## src/design/c2dc_pkg.sv

```systemverilog
// Shared types, constants and the ROM builder for the dry-air CO2 compensation block.
// Depends on nothing; every other design file imports it.
`timescale 1ns / 1ps

package c2dc_pkg;

	typedef longint unsigned u64_t;

	// Field widths.
	localparam int CO2_W  = 19;
	localparam int TEMP_W = 15;
	localparam int HUM_W  = 14;
	localparam int THR_W  = 16;
	localparam int CFG_W  = 19;
	localparam int IDX_W  = 3;
	localparam int OUT_W  = 16;
	localparam int OUT_MAX = 65535;

	// Vapour ratio ROM geometry.
	localparam int TABLE_ENTRIES = 1024;
	localparam int ADDR_W = $clog2(TABLE_ENTRIES);
	localparam int LAST_ENTRY = TABLE_ENTRIES - 1;
	localparam int TSTEP = (32767 + TABLE_ENTRIES - 2) / (TABLE_ENTRIES - 1);
	localparam int TSTEP_HALF = TSTEP / 2;
	localparam int F_W = $clog2(TSTEP);
	localparam int ROM_W = 32;
	localparam int OFF_W = 15;

	// Node index by reciprocal: off * RECIP_T >> T_SHIFT, then one correction.
	localparam int T_SHIFT = 32;
	localparam u64_t RECIP_T = (u64_t'(1) << T_SHIFT) / u64_t'(TSTEP);
	localparam int TP_W = OFF_W + T_SHIFT;

	// Interpolation quotient by reciprocal, split into two partial products.
	localparam int V_W = ROM_W + F_W;
	localparam int LO_W = V_W / 2;
	localparam int HI_W = V_W - LO_W;
	localparam int S_I = ROM_W + F_W - 1;
	localparam u64_t RECIP_I = (u64_t'(1) << S_I) / u64_t'(TSTEP);
	localparam int SUM_W = V_W + ROM_W;
	localparam int R_W = F_W + 2;

	// Mole fraction: round(x * h / 10000), clamped to 0.08 in Q24.
	localparam int HUM_MAX = 10000;
	localparam int HUM_HALF = 5000;
	localparam int P_W = ROM_W + HUM_W;
	localparam int XMAX_Q24 = 1342177;
	localparam int M_W = 21;
	localparam u64_t SAT_LIM = u64_t'(XMAX_Q24 + 1) * u64_t'(HUM_MAX);
	localparam int Y_W = 30;
	localparam int M_DIV = 625;
	localparam int M_SHIFT = 40;
	localparam int RM_W = 31;
	localparam u64_t RECIP_M = (u64_t'(1) << M_SHIFT) / u64_t'(M_DIV);
	localparam int MR_W = 11;
	localparam int MP_W = Y_W + RM_W;

	// Divider operands.
	localparam int ONE_Q24 = 1 << 24;
	localparam int DEN_W = 28;
	localparam int N_W = 45;
	localparam int D_W = DEN_W + 1;
	localparam int Q_W = 17;

	// Pipeline stage numbering.
	localparam int DIV_FIRST = 14;
	localparam int DIV_LAST = DIV_FIRST + Q_W - 1;
	localparam int NS = DIV_LAST + 1;

	// Table build constants.
	localparam longint LN2_Q30 = 64'sh2C5C85FE;
	localparam u64_t MAGNUS_K = ((u64_t'(6112) << 30) + u64_t'(506625)) / u64_t'(1013250);

	typedef enum logic [1:0] {
		ST_OK,
		ST_CO2,
		ST_TEMP,
		ST_HUM
	} status_t;

	typedef enum logic [IDX_W-1:0] {
		REG_CO2_MIN,
		REG_CO2_MAX,
		REG_TEMP_MIN,
		REG_TEMP_MAX,
		REG_ALERT_THR
	} reg_index_t;

	// Side data that travels with each reading down the pipeline.
	typedef struct packed {
		status_t                   status;
		logic [CO2_W-1:0]          co2;
		logic signed [TEMP_W-1:0]  temp;
		logic [HUM_W-1:0]          hum;
	} meta_t;

	typedef logic [ROM_W-1:0] rom_table_t [TABLE_ENTRIES];

	// Unsigned quotient by shift and subtract, used only while the table is built.
	function automatic u64_t udiv64(u64_t nmr, u64_t dvs);
		u64_t quot;
		logic [64:0] rem;
		quot = '0;
		rem = '0;
		for (int b = 63; b >= 0; b--) begin
			rem = {rem[63:0], nmr[b]};
			if (rem >= {1'b0, dvs}) begin
				rem = rem - {1'b0, dvs};
				quot[b] = 1'b1;
			end
		end
		return quot;
	endfunction

	// Signed quotient truncated toward zero; the divisor is positive.
	function automatic longint sdiv64(longint x, longint y);
		longint res;
		if (x < 0) begin
			res = -longint'(udiv64(u64_t'(-x), u64_t'(y)));
		end else begin
			res = longint'(udiv64(u64_t'(x), u64_t'(y)));
		end
		return res;
	endfunction

	// Saturation vapour pressure over 1013.25 hPa in Q24 at temperature t (0.01 C).
	function automatic logic [ROM_W-1:0] magnus_ratio_q24(longint t);
		longint a;
		longint n;
		longint r;
		longint s;
		u64_t sum;
		u64_t term;
		u64_t prod;
		logic [ROM_W-1:0] res;
		a = sdiv64(longint'(1762) * t * (longint'(1) << 30),
			longint'(100) * (longint'(24312) + t));
		n = sdiv64(a, LN2_Q30);
		r = a - n * LN2_Q30;
		if (r < 0) begin
			r = r + LN2_Q30;
			n = n - 1;
		end
		sum = u64_t'(1) << 30;
		term = u64_t'(1) << 30;
		for (int i = 1; i <= 24 && term != 0; i++) begin
			term = udiv64((term * u64_t'(r)) >> 30, u64_t'(i));
			sum = sum + term;
		end
		prod = MAGNUS_K * sum;
		s = 36 - n;
		if (s >= 63) begin
			res = '0;
		end else begin
			res = ROM_W'((prod + (u64_t'(1) << (s - 1))) >> s);
		end
		return res;
	endfunction

	// Whole table, node k at temperature -16384 + k * TSTEP.
	function automatic rom_table_t build_rom();
		rom_table_t tbl;
		for (int k = 0; k < TABLE_ENTRIES; k++) begin
			tbl[k] = magnus_ratio_q24(longint'(-16384) + longint'(k) * longint'(TSTEP));
		end
		return tbl;
	endfunction

endpackage

```

## src/design/c2dc_div.sv

```systemverilog
// Pipelined restoring divider, one quotient bit per stage.
// Depends on c2dc_pkg for operand widths; stage enables come from the top level.
`timescale 1ns / 1ps

module c2dc_div (
	input  logic                      clk,
	input  logic [c2dc_pkg::Q_W-1:0]  en,
	input  logic [c2dc_pkg::N_W-1:0]  num,
	input  logic [c2dc_pkg::D_W-1:0]  dsr,
	output logic [c2dc_pkg::Q_W-1:0]  quo
);
	import c2dc_pkg::*;

	logic [N_W-1:0] rem_s [Q_W];
	logic [D_W-1:0] dsr_s [Q_W];
	logic [Q_W-1:0] quo_s [Q_W];

	genvar j;
	for (j = 0; j < Q_W; j++) begin : g_stage
		localparam int BIT = Q_W - 1 - j;
		logic [N_W-1:0] rem_in;
		logic [D_W-1:0] dsr_in;
		logic [Q_W-1:0] quo_in;
		logic [N_W:0]   trial;
		logic           fits;

		if (j == 0) begin : g_first
			assign rem_in = num;
			assign dsr_in = dsr;
			assign quo_in = '0;
		end else begin : g_next
			assign rem_in = rem_s[j-1];
			assign dsr_in = dsr_s[j-1];
			assign quo_in = quo_s[j-1];
		end

		// Try to take the shifted divisor out of the partial remainder.
		assign trial = (N_W+1)'(dsr_in) << BIT;
		assign fits = {1'b0, rem_in} >= trial;

		always_ff @(posedge clk) begin
			if (en[j]) begin
				rem_s[j] <= fits ? N_W'({1'b0, rem_in} - trial) : rem_in;
				dsr_s[j] <= dsr_in;
				quo_s[j] <= fits ? (quo_in | (Q_W'(1) << BIT)) : quo_in;
			end
		end
	end

	assign quo = quo_s[Q_W-1];

endmodule

```

## config.mk

```make
export PLATFORM = sky130hd
export DESIGN_NAME = c2dc_div
export DESIGN_NICKNAME = d
export VERILOG_FILES = /design/src/design/c2dc_pkg.sv /design/src/design/c2dc_div.sv
export SDC_FILE = /design/constraint.sdc
export NUM_CORES = 2
export LEC_CHECK = 0
export ABC_CLOCK_PERIOD_IN_PS = 3740
export BUFFER_PORTS_ARGS = -buffer_cell sky130_fd_sc_hd__buf_2
export CORE_MARGIN = 3
export CORE_UTILIZATION = 30
export DETAILED_ROUTE_END_ITERATION = 7
export GPL_TIMING_DRIVEN = 0
export HOLD_SLACK_MARGIN = 0.05
export PLACE_DENSITY = 0.45
export SYNTH_ARGS = -nofsm -noshare
export SYNTH_HDL_FRONTEND = slang
export SYNTH_SLANG_ARGS = --single-unit
```

## constraint.sdc

```tcl
create_clock -name clk -period 3.74 [get_ports clk]
set_input_delay 0.187 -clock clk [delete_from_list [all_inputs] [get_ports clk]]
set_output_delay 0.187 -clock clk [all_outputs]
set_load 0.02 [all_outputs]
```

==> metrics.md <==
| Metric | Value |
|---|---|
| Tot Pwr | 0.0666 W |
| Die X | 504 um |
| Cell family with most CP delay | compound AO/OA/AOI/OAI gates |
| Clk buf depth | 3 |
| Post-synthesis sequential area ratio | 53.9% |
| Yosys warns | 0 |
| Post-synth cell types | 101 |
| CP Cell Sequence | ha_1, a21oi_1, nor4b_4, a211oi_2, buf_4, a221o_2, a31oi_4, o211ai_4, nor2_4, buf_1, o21ai_0 |
| Nets | 7806 |
| All-Layer GR Usage | 15.7% |
| Row cnt | ~180 |
| Worst reg2reg endpoint | rem_s[0][440] |
| Initial Util | 30.2% |
| Crit Reg-Reg Startpoint | rem_s[0][371] |
| Hold Crit Class | input port to flip-flop |
| Cells on worst reg2reg path | 11 |
| Max Cap Viol | 0 |
| PortBufs | 108 |
| Critical path arrival | around 4.3 ns |
| Post-layout util | 35.9% |
| Routed wl met3 | 5.33 mm |
| DRT met1 WL | 68.5 mm |
| Die Y | 504 um |
| PnR worst setup slack | -0.0625 ns |
| CP Launch Point | rem_s[0][371] |
| IO Pins | approximately 110 |
| Pins Over Slew Limit | 0 |
| Critical path class | flip-flop to flip-flop |
| Vias per cell | between 4 and 5 |
| Vias in the first global route | approximately 55000 |
| Pre-antenna DRT Iters | 5 |
| Max-slew headroom | 17.6% |
| Overflow after GRT | 0 |
| WL/cell | between 15 and 20 um |
| Drt first-iter violations | 2739 |
| Peak VDD IR | 0.000486 V |
| Core area | ~0.25 mm^2 |
| Routed WL | around 200 mm |
| Syn Std Cell Area | 0.0745 mm^2 |
| Top layer in use | met4 |
| Clock latency on the worst-skew pair | 0.80 ns |
| CTS root buffer | clkbuf_16 |
| Largest net degree at the start of global routing | 77 |
| Dpl cells | a little over 10000 |
| Outcome | finished, violations left |
| Placed inst area | 0.0797 mm^2 |
| Synthesized area per cell | 11.1 um^2 |
| Clock Sinks | 1337 |
| Crit. path cell count | 11 |
| Ys async rst share | 0% |
| Worst path slowest cell | buf_1 |
| Finished Cell Area | 0.0885 mm^2 |
| Final HPWL DP | approximately 160 mm |
| Final setup vio count | 2 |
| Critical Path Fanout Max | 10 |
| Fin cells | approximately 11000 |
| Final period util | 102% |
| Worst setup path endpoint | rem_s[0][440] |
| Area growth syn-to-layout | 18.8% |
| Pleak | approximately 34 nW |
| Worst path max stage delay | 0.71 ns |
| Die area | 0.254 mm^2 |
| CTS tree | built |
| Reg-to-reg slack, setup | -0.06 ns |
| RSZ-0062 raised after global routing | true |
| Minimum clock period | 3.80 ns |
| Worst Skew | 0.0249 ns |
| WL met2 | 114 mm |
| Most frequent cells in the layout | edfxtp_1, inv_1, a21oi_1, nand2_1, ha_1 |
| Slew @ Worst Pin | 1.23 ns |
| Number of flops mapped to enable cells by yosys | 1337 |
| Htree depth | 4 |
| Routed vias | 51675 |
| Initial antenna violation count | 3 |
| CP Launch Type | flip-flop |
| Post-synth top flop | edfxtp_1 |
| Share of layout cells above drive strength 1 | between 10% and 20% |
| Final hold vios | 3 |
| Worst path buffer plus inverter count | 2 |
| Critical Path RT | 4.24 ns |
| Total CTS buffers | 162 |
| Pwr dens | 752 mW/mm^2 |
| Violated checks | negative hold slack, negative setup slack |
| Post-synth net total | 7308 |
| ANT nets after route | 0 |
| Most common cell after layout, fill and taps aside | edfxtp_1 |
| Crit. End Element | flip-flop |
| Synth Register Bits | 1337 |
| DRC viols | 0 |
| Hold slack | -0.425 ns |
| Clock slew at reported path FFs | 0.06 ns |
| Global-route wire length before repair | 313 mm |
| Fmax achieved | 263 MHz |
| Cells after synthesis | 6707 |
| Placer Congestion | 0.951 |
logic make-up after synthesis:
logic type / count (synthesis) / share of synthesized area [%]
AOI/OAI and AO/OA: 1761 / 14.7
xor gates and xnor gates: 512 / 6.03
adders and majority gates: 509 / 8.71
buffers and inverters: 801 / 4.11
DFF: 1337 / 53.9
muxes: 84 / 1.26
and+or+nand+nor: 1703 / 11.4
cell type report:
cell class | instances | area, um^2
antenna | 2 | 5.00
buffer | 178 | 1030
clock buffer | 203 | 4230
clock inverter | 88 | 855
fill | 24289 | 158000
inverter | 608 | 2290
multi-input combinational | 4570 | 32700
sequential | 1337 | 40100
tap | 3312 | 4140
timing repair buffer | 348 | 3090
synthesized netlist by cell type, types with 58 or more instances:
cell | instances | area [um^2]
a21o_1 | 257 | 1930
a21oi_1 | 534 | 2670
and3_1 | 58 | 363
clkbuf_1 | 142 | 533
edfxtp_1 | 1337 | 40100
ha_1 | 493 | 6170
inv_1 | 606 | 2270
mux2_2 | 77 | 867
nand2_1 | 518 | 1940
nand2b_1 | 70 | 438
nand3_1 | 113 | 566
nand4_1 | 105 | 657
nor2_1 | 372 | 1400
nor2b_1 | 90 | 563
nor3_1 | 95 | 475
nor4_1 | 71 | 444
o21a_1 | 64 | 480
o21ai_0 | 500 | 2500
xnor2_1 | 268 | 2350
xor2_1 | 243 | 2130
worst register-to-register path, cell delays in order (launching register included):
cell and delay (ns):
edfxtp_1 0.41, ha_1 0.40, a21oi_1 0.26, nor4b_4 0.28, a211oi_2 0.12, buf_4 0.16, a221o_2 0.37, a31oi_4 0.30
o211ai_4 0.16, nor2_4 0.13, buf_1 0.71, o21ai_0 0.20
registers in the layout (all words and copies together) (netlist names):
register,cells
rem_s,720
quo_s,153
dsr_s,464
report_power, final:
part / internal (W) / switching [W]
clock: 0.00858 / 0.00643
sequential: 0.0215 / 0.00218
combinational: 0.0116 / 0.0162
per-stage QoR:
step                      setup slack [ns]  setup TNS [ns]
after global placement               -2.70         -561.22
after detailed placement             -2.35         -487.24
after global routing                -0.106          -0.514
after floorplan                      0.300               0
after CTS                          -0.0310         -0.0706
final                              -0.0625         -0.0822
routing by layer:
metal / global-route usage [%] / up-vias
li1: - / 25671
met1: 14.1 / 24433
met2: 31.9 / 999
met3: 2.08 / 572
met4: 10.8 / 0
met5: 0 / -
timing repair:
item | 4_1_cts | 5_1_grt
setup buffers | 57 | 37
hold buffers | 121 | 2
pin swaps | 60 | 64
gates cloned | 1 | 3
setup endpoints to repair | 566 | 410
resized for setup | 289 | 116
hold endpoints to repair | 1253 | 4
how the worst min path moves through the flow:
| stage | end | slack (ns) | from | depth (start not counted) |
|---|---|---|---|---|
| finish | dsr_s[0][0] | -0.43 | dsr[0] | 1 |
| global route | dsr_s[0][0] | -0.50 | dsr[0] | 1 |
| CTS | dsr_s[0][2] | -0.53 | dsr[2] | 1 |
| detailed placement | rem_s[0][9] | 0.38 | num[9] | 1 |
| global placement | rem_s[0][13] | 0.38 | num[13] | 1 |
| floorplan | dsr_s[0][0] | 0.29 | dsr[0] | 0 |
Power figures use the tool's default switching activity.
